--- src/sv/utf8lt_pkg.sv ---
// Shared types and constants for the UTF-8 decoder with line tracking.
package utf8lt_pkg;

    localparam int unsigned CP_W = 21;

    // Lead byte thresholds
    localparam logic [7:0] LEAD2_MIN = 8'hC0;
    localparam logic [7:0] LEAD3_MIN = 8'hE0;
    localparam logic [7:0] LEAD4_MIN = 8'hF0;

    // Line control characters and the end marker value
    localparam logic [CP_W-1:0] CP_LF  = 21'h00000A;
    localparam logic [CP_W-1:0] CP_CR  = 21'h00000D;
    localparam logic [CP_W-1:0] CP_END = 21'h1FFFFF;

    // Register index decoded from the APB address
    localparam logic REG_FIRST_LINE = 1'b0;
    localparam logic [15:0] FIRST_LINE_RESET = 16'd1;

    // One queued request from the decode side to the line tracker
    typedef struct packed {
        logic            has_char;
        logic            has_end;
        logic [CP_W-1:0] codepoint;
    } q_entry_t;

endpackage

--- src/sv/utf8lt_front.sv ---
// Byte-level UTF-8 sequence assembly; pushes finished characters and end markers.
module utf8lt_front
(
    input  logic                 clk,
    input  logic                 rst_n,
    input  logic                 in_valid,
    input  logic                 q_full,
    input  logic [7:0]           data_byte,
    input  logic                 end_of_input,
    output logic                 push,
    output utf8lt_pkg::q_entry_t push_entry
);

    logic [1:0]                  pending_reg;
    logic [1:0]                  pending_next;
    logic [utf8lt_pkg::CP_W-1:0] acc_reg;
    logic [utf8lt_pkg::CP_W-1:0] acc_next;
    logic [utf8lt_pkg::CP_W-1:0] acc_fill;
    logic [utf8lt_pkg::CP_W-1:0] acc_shift;
    logic                        accept;

    assign accept = in_valid && !q_full;

    // Pad a cut-off sequence with 0x3F continuation payloads
    always_comb
    begin
        unique case (pending_reg)
            2'd1:    acc_fill = {acc_reg[14:0], 6'h3F};
            2'd2:    acc_fill = {acc_reg[8:0], 12'hFFF};
            2'd3:    acc_fill = {acc_reg[2:0], 18'h3FFFF};
            default: acc_fill = acc_reg;
        endcase
    end

    assign acc_shift = {acc_reg[14:0], data_byte[5:0]};

    // Classify the byte and decide what to push
    always_comb
    begin
        pending_next         = pending_reg;
        acc_next             = acc_reg;
        push                 = 1'b0;
        push_entry.has_char  = 1'b0;
        push_entry.has_end   = 1'b0;
        push_entry.codepoint = acc_shift;
        if (accept)
        begin
            priority if (end_of_input)
            begin
                push                 = 1'b1;
                push_entry.has_end   = 1'b1;
                push_entry.has_char  = (pending_reg != 2'd0);
                push_entry.codepoint = acc_fill;
                pending_next         = 2'd0;
                acc_next             = '0;
            end
            else if (pending_reg != 2'd0)
            begin
                pending_next = pending_reg - 2'd1;
                acc_next     = acc_shift;
                if (pending_reg == 2'd1)
                begin
                    push                = 1'b1;
                    push_entry.has_char = 1'b1;
                    acc_next            = '0;
                end
            end
            else if (data_byte < utf8lt_pkg::LEAD2_MIN)
            begin
                push                 = 1'b1;
                push_entry.has_char  = 1'b1;
                push_entry.codepoint = {13'd0, data_byte};
            end
            else if (data_byte < utf8lt_pkg::LEAD3_MIN)
            begin
                acc_next     = {16'd0, data_byte[4:0]};
                pending_next = 2'd1;
            end
            else if (data_byte < utf8lt_pkg::LEAD4_MIN)
            begin
                acc_next     = {17'd0, data_byte[3:0]};
                pending_next = 2'd2;
            end
            else
            begin
                acc_next     = {18'd0, data_byte[2:0]};
                pending_next = 2'd3;
            end
        end
    end

    // Hold sequence state
    always_ff @(posedge clk or negedge rst_n)
    begin
        if (!rst_n)
        begin
            pending_reg <= 2'd0;
            acc_reg     <= '0;
        end
        else
        begin
            pending_reg <= pending_next;
            acc_reg     <= acc_next;
        end
    end

endmodule

--- src/sv/utf8lt_fifo.sv ---
// Four-entry request queue between the decode side and the line tracker.
module utf8lt_fifo
(
    input  logic                 clk,
    input  logic                 rst_n,
    input  logic                 push,
    input  utf8lt_pkg::q_entry_t push_entry,
    input  logic                 pop,
    output utf8lt_pkg::q_entry_t head,
    output logic                 empty,
    output logic                 full
);

    utf8lt_pkg::q_entry_t mem_reg [4];
    logic [1:0]           wr_ptr_reg;
    logic [1:0]           rd_ptr_reg;
    logic [2:0]           count_reg;
    logic [2:0]           count_next;

    assign empty = (count_reg == 3'd0);
    assign full  = (count_reg == 3'd4);
    assign head  = mem_reg[rd_ptr_reg];

    always_comb
    begin
        count_next = count_reg;
        if (push && !pop)
        begin
            count_next = count_reg + 3'd1;
        end
        else if (pop && !push)
        begin
            count_next = count_reg - 3'd1;
        end
    end

    // Advance pointers
    always_ff @(posedge clk or negedge rst_n)
    begin
        if (!rst_n)
        begin
            wr_ptr_reg <= 2'd0;
            rd_ptr_reg <= 2'd0;
            count_reg  <= 3'd0;
        end
        else
        begin
            if (push)
            begin
                wr_ptr_reg <= wr_ptr_reg + 2'd1;
            end
            if (pop)
            begin
                rd_ptr_reg <= rd_ptr_reg + 2'd1;
            end
            count_reg <= count_next;
        end
    end

    // Store requests
    always_ff @(posedge clk)
    begin
        if (push)
        begin
            mem_reg[wr_ptr_reg] <= push_entry;
        end
    end

endmodule

--- src/sv/utf8lt_back.sv ---
// Line-start tracking and the registered result stage.
module utf8lt_back
#(
    parameter int unsigned POS_BITS  = 32,
    parameter int unsigned LINE_BITS = 32
)
(
    input  logic                        clk,
    input  logic                        rst_n,
    input  utf8lt_pkg::q_entry_t        head,
    input  logic                        q_empty,
    output logic                        pop,
    input  logic                        cfg_load,
    input  logic [15:0]                 cfg_first_line,
    output logic                        out_valid,
    input  logic                        out_stall,
    output logic [utf8lt_pkg::CP_W-1:0] codepoint,
    output logic                        is_end,
    output logic                        line_start_valid,
    output logic [31:0]                 line_start_pos,
    output logic [31:0]                 line_start_number,
    output logic                        last
);

    logic                 out_valid_reg;
    logic                 out_valid_next;
    logic                 phase_reg;
    logic                 phase_next;
    logic [POS_BITS-1:0]  pos_reg;
    logic [POS_BITS-1:0]  pos_next;
    logic [POS_BITS-1:0]  pos_inc;
    logic [LINE_BITS-1:0] line_reg;
    logic [LINE_BITS-1:0] line_next;
    logic [LINE_BITS-1:0] line_sat_inc;
    logic                 cr_reg;
    logic                 cr_next;
    logic                 can_load;
    logic                 take;
    logic                 do_char;
    logic                 is_lf;
    logic                 mark;
    logic [63:0]          mark_pos_wide;
    logic [63:0]          line_wide;

    logic [utf8lt_pkg::CP_W-1:0] cp_reg;
    logic                        end_reg;
    logic                        lsv_reg;
    logic [31:0]                 lsp_reg;
    logic [31:0]                 lsn_reg;
    logic                        last_reg;

    assign can_load = !out_valid_reg || !out_stall;
    assign take     = can_load && !q_empty;
    assign do_char  = take && head.has_char && !phase_reg;
    assign pop      = take && !(do_char && head.has_end);

    // Line start detection for the character at the head
    assign is_lf         = (head.codepoint == utf8lt_pkg::CP_LF);
    assign mark          = is_lf || cr_reg;
    assign pos_inc       = pos_reg + {{(POS_BITS-1){1'b0}}, 1'b1};
    assign mark_pos_wide = is_lf ? 64'(pos_inc) : 64'(pos_reg);
    assign line_wide     = 64'(line_reg);
    assign line_sat_inc  = (line_reg != {LINE_BITS{1'b1}}) ?
                           line_reg + {{(LINE_BITS-1){1'b1 & 1'b0}}, 1'b1} : line_reg;

    always_comb
    begin
        phase_next     = phase_reg;
        pos_next       = pos_reg;
        line_next      = line_reg;
        cr_next        = cr_reg;
        out_valid_next = out_valid_reg;
        if (take)
        begin
            out_valid_next = 1'b1;
            if (do_char)
            begin
                pos_next   = pos_inc;
                cr_next    = !is_lf && (head.codepoint == utf8lt_pkg::CP_CR);
                phase_next = head.has_end;
                if (mark)
                begin
                    line_next = line_sat_inc;
                end
            end
            else
            begin
                phase_next = 1'b0;
            end
        end
        else if (can_load)
        begin
            out_valid_next = 1'b0;
        end
        if (cfg_load)
        begin
            line_next = LINE_BITS'(cfg_first_line);
        end
    end

    // Hold tracking state and output valid
    always_ff @(posedge clk or negedge rst_n)
    begin
        if (!rst_n)
        begin
            out_valid_reg <= 1'b0;
            phase_reg     <= 1'b0;
            pos_reg       <= '0;
            line_reg      <= LINE_BITS'(utf8lt_pkg::FIRST_LINE_RESET);
            cr_reg        <= 1'b0;
        end
        else
        begin
            out_valid_reg <= out_valid_next;
            phase_reg     <= phase_next;
            pos_reg       <= pos_next;
            line_reg      <= line_next;
            cr_reg        <= cr_next;
        end
    end

    // Load the result payload
    always_ff @(posedge clk)
    begin
        if (take)
        begin
            if (do_char)
            begin
                cp_reg   <= head.codepoint;
                end_reg  <= 1'b0;
                lsv_reg  <= mark;
                lsp_reg  <= mark ? mark_pos_wide[31:0] : 32'd0;
                lsn_reg  <= mark ? line_wide[31:0] : 32'd0;
                last_reg <= !head.has_end;
            end
            else
            begin
                cp_reg   <= utf8lt_pkg::CP_END;
                end_reg  <= 1'b1;
                lsv_reg  <= 1'b0;
                lsp_reg  <= 32'd0;
                lsn_reg  <= 32'd0;
                last_reg <= 1'b1;
            end
        end
    end

    assign out_valid         = out_valid_reg;
    assign codepoint         = cp_reg;
    assign is_end            = end_reg;
    assign line_start_valid  = lsv_reg;
    assign line_start_pos    = lsp_reg;
    assign line_start_number = lsn_reg;
    assign last              = last_reg;

`ifndef NO_ASSERTIONS
    a_end_is_last: assert property (@(posedge clk) disable iff (!rst_n)
        out_valid_reg && end_reg |-> last_reg && !lsv_reg)
        else $error("end marker without last or with a line start");
    a_not_last_is_char: assert property (@(posedge clk) disable iff (!rst_n)
        out_valid_reg && !last_reg |-> !end_reg)
        else $error("non-final result is an end marker");
    a_phase_keeps_head: assert property (@(posedge clk) disable iff (!rst_n)
        phase_reg |-> !q_empty && head.has_end)
        else $error("second result pending without its request at the head");
`endif

endmodule

--- src/sv/utf8_decoder_line_tracker.sv ---
// An accepted byte that completes a character is written to the request queue, and the
//   tracker then loads it from the queue head into the registered outputs.
// Throughput: one byte per cycle while the queue is not full; an end item inside a
//   sequence gives two results and stays at the queue head until the end marker is loaded.
// The four-entry request queue sets how far input runs ahead of a stalled output.
// Reset clears decode and tracking state, first_line returns to 1; no clearing pass.
module utf8_decoder_line_tracker
#(
    parameter int unsigned POS_BITS  = 32,
    parameter int unsigned LINE_BITS = 32
)
(
    input  logic                        clk,
    input  logic                        rst_n,
    input  logic                        psel,
    input  logic                        penable,
    input  logic                        pwrite,
    input  logic [2:0]                  paddr,
    input  logic [31:0]                 pwdata,
    output logic [31:0]                 prdata,
    output logic                        pready,
    input  logic                        in_valid,
    output logic                        in_stall,
    input  logic [7:0]                  data_byte,
    input  logic                        end_of_input,
    output logic                        out_valid,
    input  logic                        out_stall,
    output logic [utf8lt_pkg::CP_W-1:0] codepoint,
    output logic                        is_end,
    output logic                        line_start_valid,
    output logic [31:0]                 line_start_pos,
    output logic [31:0]                 line_start_number,
    output logic                        last
);

    utf8lt_pkg::q_entry_t push_entry;
    utf8lt_pkg::q_entry_t head;
    logic                 push;
    logic                 pop;
    logic                 q_empty;
    logic                 q_full;
    logic                 cfg_load;
    logic [15:0]          first_line_reg;

    // Register write and read decode
    assign pready   = 1'b1;
    assign cfg_load = psel && penable && pwrite && (paddr[2] == utf8lt_pkg::REG_FIRST_LINE);
    assign prdata   = (paddr[2] == utf8lt_pkg::REG_FIRST_LINE) ? {16'd0, first_line_reg} : 32'd0;

    always_ff @(posedge clk or negedge rst_n)
    begin
        if (!rst_n)
        begin
            first_line_reg <= utf8lt_pkg::FIRST_LINE_RESET;
        end
        else if (cfg_load)
        begin
            first_line_reg <= pwdata[15:0];
        end
    end

    assign in_stall = q_full;

    utf8lt_front u_front
    (
        .clk          (clk),
        .rst_n        (rst_n),
        .in_valid     (in_valid),
        .q_full       (q_full),
        .data_byte    (data_byte),
        .end_of_input (end_of_input),
        .push         (push),
        .push_entry   (push_entry)
    );

    utf8lt_fifo u_fifo
    (
        .clk        (clk),
        .rst_n      (rst_n),
        .push       (push),
        .push_entry (push_entry),
        .pop        (pop),
        .head       (head),
        .empty      (q_empty),
        .full       (q_full)
    );

    utf8lt_back
    #(
        .POS_BITS  (POS_BITS),
        .LINE_BITS (LINE_BITS)
    )
    u_back
    (
        .clk               (clk),
        .rst_n             (rst_n),
        .head              (head),
        .q_empty           (q_empty),
        .pop               (pop),
        .cfg_load          (cfg_load),
        .cfg_first_line    (pwdata[15:0]),
        .out_valid         (out_valid),
        .out_stall         (out_stall),
        .codepoint         (codepoint),
        .is_end            (is_end),
        .line_start_valid  (line_start_valid),
        .line_start_pos    (line_start_pos),
        .line_start_number (line_start_number),
        .last              (last)
    );

endmodule
--- config.mk ---
export PLATFORM = sky130hd
export DESIGN_NAME = utf8_decoder_line_tracker
export DESIGN_NICKNAME = d
export VERILOG_FILES = /design/src/sv/utf8lt_pkg.sv /design/src/sv/utf8lt_front.sv /design/src/sv/utf8lt_fifo.sv /design/src/sv/utf8lt_back.sv /design/src/sv/utf8_decoder_line_tracker.sv
export SDC_FILE = /design/constraint.sdc
export NUM_CORES = 1
export LEC_CHECK = 0
export BUFFER_PORTS_ARGS = -buffer_cell sky130_fd_sc_hd__buf_2
export CORE_ASPECT_RATIO = 1.5
export CORE_UTILIZATION = 46
export CTS_BUF_LIST = sky130_fd_sc_hd__clkbuf_8
export CTS_CLUSTER_SIZE = 16
export DETAILED_ROUTE_END_ITERATION = 8
export PLACE_DENSITY = 0.66
export SYNTH_ARGS = -nofsm -noshare
export SYNTH_HDL_FRONTEND = slang
export SYNTH_SLANG_ARGS = --single-unit
--- constraint.sdc ---
create_clock -name clk -period 7.7 [get_ports clk]
set_clock_uncertainty 0.15 [all_clocks]
set_input_delay 0.77 -clock clk [delete_from_list [all_inputs] [get_ports clk]]
set_output_delay 0.77 -clock clk [all_outputs]
set_load 0.05 [all_outputs]
Yosys cells after proc, flatten, opt, wreduce, memory -nomap -nowiden --
Memory sizes are Yosys's and may differ from the RTL's. Index checks and enable logic that the tools add are counted.
Cells by class: add/subtract/negate cells 7, multiply operators 0, div/mod/pow operators 0, $lt $le $gt $ge 3, equality and inequality tests 8, shifts and indexed selects 0, mux-type cells 38, bitwise operators 1, reductions and logical operators 36
Operator list (count):
- $mux W32 | 6
- $mux W21 | 8
- $add A32 B1 Y32 const B | 2
- $pmux W21 S3 | 1
- $eq A21 B4 Y1 const B | 2
- $ne A32 B32 Y1 const B | 1
- $lt A8 B8 Y1 const B | 3
- $mux W23 | 1
- $mux W16 | 1
- $mux W1 | 14
- $reduce_bool A2 Y1 | 7
- $logic_and A1 B1 Y1 | 12
- $logic_not A1 Y1 | 10
- $mux W2 | 4
- $mux W3 | 2
- $reduce_and A2 Y1 | 3
- $add A2 B1 Y2 const B | 2
- $eq A2 B2 Y1 const B | 2
- $mux W4 | 1
- $reduce_and A4 Y1 | 1
- $add A3 B1 Y3 const B | 1
- $eq A3 B3 Y1 const B | 1
- $logic_not A3 Y1 | 1
- $ne A3 B2 Y1 const B | 1
- other kinds (5) | 6
Storage, ports and cells: register bits after elaboration 201, latch bits 0, memory bits (writable) 92, memory bits (read-only) 0, input bits 51, output and inout bits 123, logic and storage cells 111, memories 1
Memories:
- u_fifo.mem_reg | depth 4, bits a word 23, rd ports 1, clocked after Yosys merged registers in 0, write ports 1, RTL line utf8lt_fifo.sv:14 | utf8lt_pkg::q_entry_t mem_reg [4];

Depth between registers and ports, before layout --
word-level depth 11, gate-level depth with buffers 12, gate-level depth less buffers 10

Modules after synthesis --
From an unflattened synthesis, not the netlist that was laid out.
Unflattened totals: cell total of the unflattened synthesis 1106, area total of the unflattened synthesis 13755.7 sq um
By module, submodules not included:
- utf8lt_back | instances 1, cells each 676, area each 7389.6 sq um, seq. area each 4320.4 sq um
- utf8lt_fifo | instances 1, cells each 155, area each 3756.1 sq um, seq. area each 2937.8 sq um
- utf8lt_front | instances 1, cells each 204, area each 1709.1 sq um, seq. area each 575.6 sq um
- utf8_decoder_line_tracker | instances 1, cells each 71, area each 900.9 sq um, seq. area each 401.6 sq um

Worst setup path after synthesis --
Ideal clock, no wire load.
path kind input port to flip-flop, from input port out_stall, to register u_fifo.count_reg[1], library setup time 125 ps, arrival time 6640 ps, data required time 7425 ps, path slack 786 ps, cell stages on the path 6, path buffers 0, cell sequence a21oi_1 -> nand2_1 -> ha_1 -> inv_1 -> fa_1 -> mux2_2
On the way: longest elaborated chain between the ends 11, elaborated cells between the ends (all ways) 13, classes of those cells 1 x mux; 12 x reduce/logical
RTL lines:
- start, declared | RTL line utf8_decoder_line_tracker.sv:27 | input logic out_stall,
- $logic_not A1 Y1 * | RTL line utf8lt_back.sv:52 | assign can_load = !out_valid_reg || !out_stall;
- $logic_or A1 B1 Y1 * | RTL line utf8lt_back.sv:52
- $logic_and A1 B1 Y1 * | RTL line utf8lt_back.sv:53 | assign take = can_load && !q_empty;
- $logic_and A1 B1 Y1 (2 in series) | RTL line utf8lt_back.sv:54 | assign do_char = take && head.has_char && !phase_reg;
- $logic_and A1 B1 Y1 | RTL line utf8lt_back.sv:55 | assign pop = take && !(do_char && head.has_end);
- $logic_not A1 Y1 | RTL line utf8lt_back.sv:55
- $logic_and A1 B1 Y1 * | RTL line utf8lt_back.sv:55
- $logic_not A1 Y1 * | RTL line utf8lt_fifo.sv:27 | if (push && !pop)
- $logic_and A1 B1 Y1 * | RTL line utf8lt_fifo.sv:27
- $mux W3 * | RTL line utf8lt_fifo.sv:27
- via u_fifo.count_next[1] | RTL line utf8lt_fifo.sv:18 | logic [2:0] count_next;
- end signal, assigned | RTL line utf8lt_fifo.sv:56 | count_reg <= count_next;
- end, declared | RTL line utf8lt_fifo.sv:17 | logic [2:0] count_reg;
The timed path passes the listed nets; every way through them passes the cells marked *. A chain may end at the register's enable or synchronous reset.

Worst setup path in the final report --
from register u_fifo.rd_ptr_reg[0], to register u_back.line_reg[27]
On the way: longest elaborated chain between the ends 5, elaborated cells between the ends (all ways) 8, classes of those cells 1 x eq/ne; 6 x reduce/logical; 1 x memory
RTL lines:
- start, declared | RTL line utf8lt_fifo.sv:16 | logic [1:0] rd_ptr_reg;
- start signal, assigned | RTL line utf8lt_fifo.sv:54 | rd_ptr_reg <= rd_ptr_reg + 2'd1;
- $mem_v2 Z4 W23 *
- $eq A21 B4 Y1 or $logic_and A1 B1 Y1 (tied branches) | RTL line utf8lt_back.sv:58, utf8lt_back.sv:54
- $logic_or A1 B1 Y1 or $logic_and A1 B1 Y1 (tied branches) | RTL line utf8lt_back.sv:59, utf8lt_back.sv:54
- $reduce_bool A2 Y1 (no source line)
- $reduce_and A4 Y1 (no source line) *
- end signal, assigned | RTL line utf8lt_back.sv:109 | line_reg <= LINE_BITS'(utf8lt_pkg::FIRST_LINE_RESET);
- end signal, assigned | RTL line utf8lt_back.sv:117 | line_reg <= line_next;
- end, declared | RTL line utf8lt_back.sv:32 | logic [LINE_BITS-1:0] line_reg;
Every way passes the cells marked *; elsewhere a longest branch is shown, timed or not.

==> reports/qor.txt <==
Starting DRT DRC Count = 568
Placement Setup Slack = 2.51 ns
FF/Latch Area = 8240 sq um
Outcome = finished clean
Row count = 75
VDD IR max = 0.135 mV
Initial antenna violation count = 1
Post-cts sizing count = 0
Slew headroom = 0.237
Vias in the first global route = 8,434
Core Box Area = 28,000 sq um
Synth warn = 0
Pleak = 5.85 nW
Remaining DRCs = 0
Die area = 29,100 sq um
Worst path arrival time = 5.35 ns
Element type at the critical path end = register
Area grow syn2layout = 14.4%
Multi-input logic area = 4470 sq um
Yosys top cell area share = 0.413
DR WL/cell = 16.9 um
Via count = 8,532
Flip-flop and latch count after synthesis = 293
TritonCTS clock tree = built
Filler instances = 2,453
Internal power = 3.21 mW
Width of the die = 140 um
Final Slew Violations = 0
Pwr dens = 333 nW/um^2
Netlist cell types = 60
RSZ-0062 raised after global routing = false
Nets@finish = 1,292
Cell taking the most area after synthesis = edfxtp_1
Largest register FFs = 92
Port bufs = 138
Finished Layout Cells = 1,614
Dpl hpwl = 18.4 mm
CTS Buffer Depth = 3
Grt ovf = 0
Net Sw Frac = 0.355
Max Fclk = 198 MHz
Cell Area, Synth = 13,100 sq um
Synth area leaders = edfxtp_1 (41%), dfrtp_1 (21%), nand2_1 (4.5%)
Main flop type after synthesis = edfxtp_1
Reg clk slew, reported paths = 0.07 ns
Worst-Margin Slew = 1.14 ns
CTS root buffer = clkbuf_8
Layout cells sized above 1 = 0.201
Startpoint class of the critical path = register
Post-Syn Area per Cell = 12.0 sq um
Post-Route WL = 27.3 mm
Largest net degree at the start of global routing = 70
Switching pwr = 1.77 mW
Final setup violation count = 0
Antenna-violating nets left = 0
Final GP Congestion = 0.895
Vias per cell = 5.29
# Post-CTS Setup Buffers = 0
# placed instances = 1,533
Worst-path maximum fanout = 34
Num CTS Buffers = 44
Async set or reset register ratio after synthesis = 0.386
H-Tree Level Count = 2
# IOs = 174
Setup TNS = 0 ns
Final period util = 0.657
Seq/Total Area, Yosys = 0.629
Crit Path Category = reg -> reg
Clock power frac = 0.271
Worst Slack Setup Final = 2.64 ns
Hold Crit Class = in -> async
Overall Power = 4.98 mW
Combinational share of power = 0.284
Final Hold Viols = 0
Die height = 209 um
Post-Syn Instances = 1,091
First-pass GRT wire length = 43.6 mm
Worst skew pair latency = 0.55 ns
EDFF count, synth = 180
Most frequent cell after synthesis = edfxtp_1
CP Data Required Time = 7.99 ns
Crit path time final = 5.06 ns
Total GRT Usage = 0.190
Sink Count = 293
Pre-antenna DRT Iters = 8
Reg power frac = 0.445
Initial Utilization = 0.468
Post-synth top cells = edfxtp_1 (180), nand2_1 (157), dfrtp_1 (111)
Max Cap Violations = 0
Hold slack = 0.107 ns
Cts hold-fix bufs = 0
metrics by stage:
stage	utilization	area [sq um]
6_report	0.535	15000
4_1_cts	0.535	15000
2_1_floorplan	-	13100
3_3_place_gp	0.502	14000
3_5_place_dp	0.502	14000
5_1_grt	0.535	15000
worst max-delay path, stage by stage, from the launching register on:
cell and delay [ns]:
dfrtp_1 0.99, buf_4 0.39, mux4_2 0.57, nor4_2 0.37
or4b_4 0.53, o31a_2 0.51, buf_4 0.33, or3_1 0.53
or3_1 0.40, mux2i_1 0.13
power groups by stage:
stage | registers, mW | logic (mW) | clock network, mW
2_1_floorplan | 2.61 | 0.725 | 0
3_3_place_gp | 2.23 | 1.41 | 0
3_5_place_dp | 2.25 | 1.43 | 0
4_1_cts | 2.22 | 1.44 | 1.39
5_1_grt | 2.25 | 1.52 | 1.45
6_report | 2.22 | 1.41 | 1.35
cells by family (layout without fill, tap and decap cells):
kind of cell | count (synthesis) | in the layout | share of synthesized area
simple gates | 464 | 464 | 0.176
flops | 293 | 293 | 0.629
compound gates | 114 | 114 | 0.0487
buf+inv | 94 | 255 | 0.0342
xor+xnor | 83 | 83 | 0.0556
mux | 33 | 33 | 0.0475
fa+ha+maj | 8 | 8 | 0.00822
other cells | 2 | 18 | 0.000574
placed cells by master (no fill, tap or decap), types with 3 or more instances in the layout:
| master | netlist | final |
|---|---|---|
| bufinv_16 | 0 | 5 |
| nand3_1 | 29 | 29 |
| nand4_1 | 18 | 18 |
| and3_1 | 3 | 3 |
| nand2b_1 | 24 | 24 |
| nor4_1 | 19 | 19 |
| dfrtp_1 | 111 | 111 |
| nor4b_1 | 4 | 4 |
| nor4_2 | 3 | 3 |
| edfxtp_1 | 180 | 180 |
| clkbuf_8 | 0 | 49 |
| nand2_1 | 157 | 157 |
| clkinv_2 | 0 | 7 |
| nor3_1 | 18 | 18 |
| a222oi_1 | 5 | 5 |
| nor2_1 | 98 | 98 |
| clkinv_1 | 1 | 12 |
| mux2i_1 | 7 | 7 |
| conb_1 | 2 | 17 |
| inv_1 | 21 | 27 |
| or4_1 | 4 | 4 |
| mux4_2 | 23 | 23 |
| and4_1 | 5 | 5 |
| a21oi_1 | 25 | 24 |
| mux2_2 | 3 | 3 |
| ha_1 | 7 | 7 |
| nor2b_1 | 17 | 17 |
| or3_1 | 18 | 18 |
| xor2_1 | 30 | 30 |
| buf_2 | 1 | 137 |
| o21ai_0 | 58 | 58 |
| buf_4 | 17 | 16 |
| and2_1 | 33 | 33 |
| xnor2_1 | 53 | 53 |
| o21ai_1 | 11 | 11 |
routing by layer:
metal	GRT usage	wire, um	vias up
li1	-	-	4111
met1	0.219	10800	4161
met2	0.348	14600	207
met3	0.0304	1150	53
met4	0.0758	718	0
met5	0	0	-
cell type report:
cell class | count | share of cell area
diodes | 1 | 0.000167
clock buffers | 49 | 0.0451
clock inverters | 31 | 0.0178
inverters | 22 | 0.00552
multi-input cells | 719 | 0.299
flip-flops and latches | 293 | 0.550
well taps | 346 | 0.0289
repair buffers | 153 | 0.0538
path summary, 6_finish.rpt:
| kind | from | to | slack, ns | cells past startpoint |
|---|---|---|---|---|
| setup / recovery | u_fifo.rd_ptr_reg[0]$_DFFE_PN0P_ | u_back.line_reg[27]$_DFFE_PN0P_ | 2.64 | 9 |
| hold / removal | rst_n | u_back.line_reg[31]$_DFFE_PN0P_ | 0.11 | 1 |
| setup reg to reg | u_fifo.rd_ptr_reg[0]$_DFFE_PN0P_ | u_back.line_reg[27]$_DFFE_PN0P_ | 2.64 | 9 |
| hold reg to reg | first_line_reg[0]$_DFFE_PN1P_ | first_line_reg[0]$_DFFE_PN1P_ | 0.31 | 2 |
| min in group clk | pwdata[9] | first_line_reg[9]$_DFFE_PN0P_ | 0.28 | 3 |
| max in group asynchronous | rst_n | u_fifo.rd_ptr_reg[0]$_DFFE_PN0P_ | 5.92 | 2 |
Power figures use the tool's default switching activity.
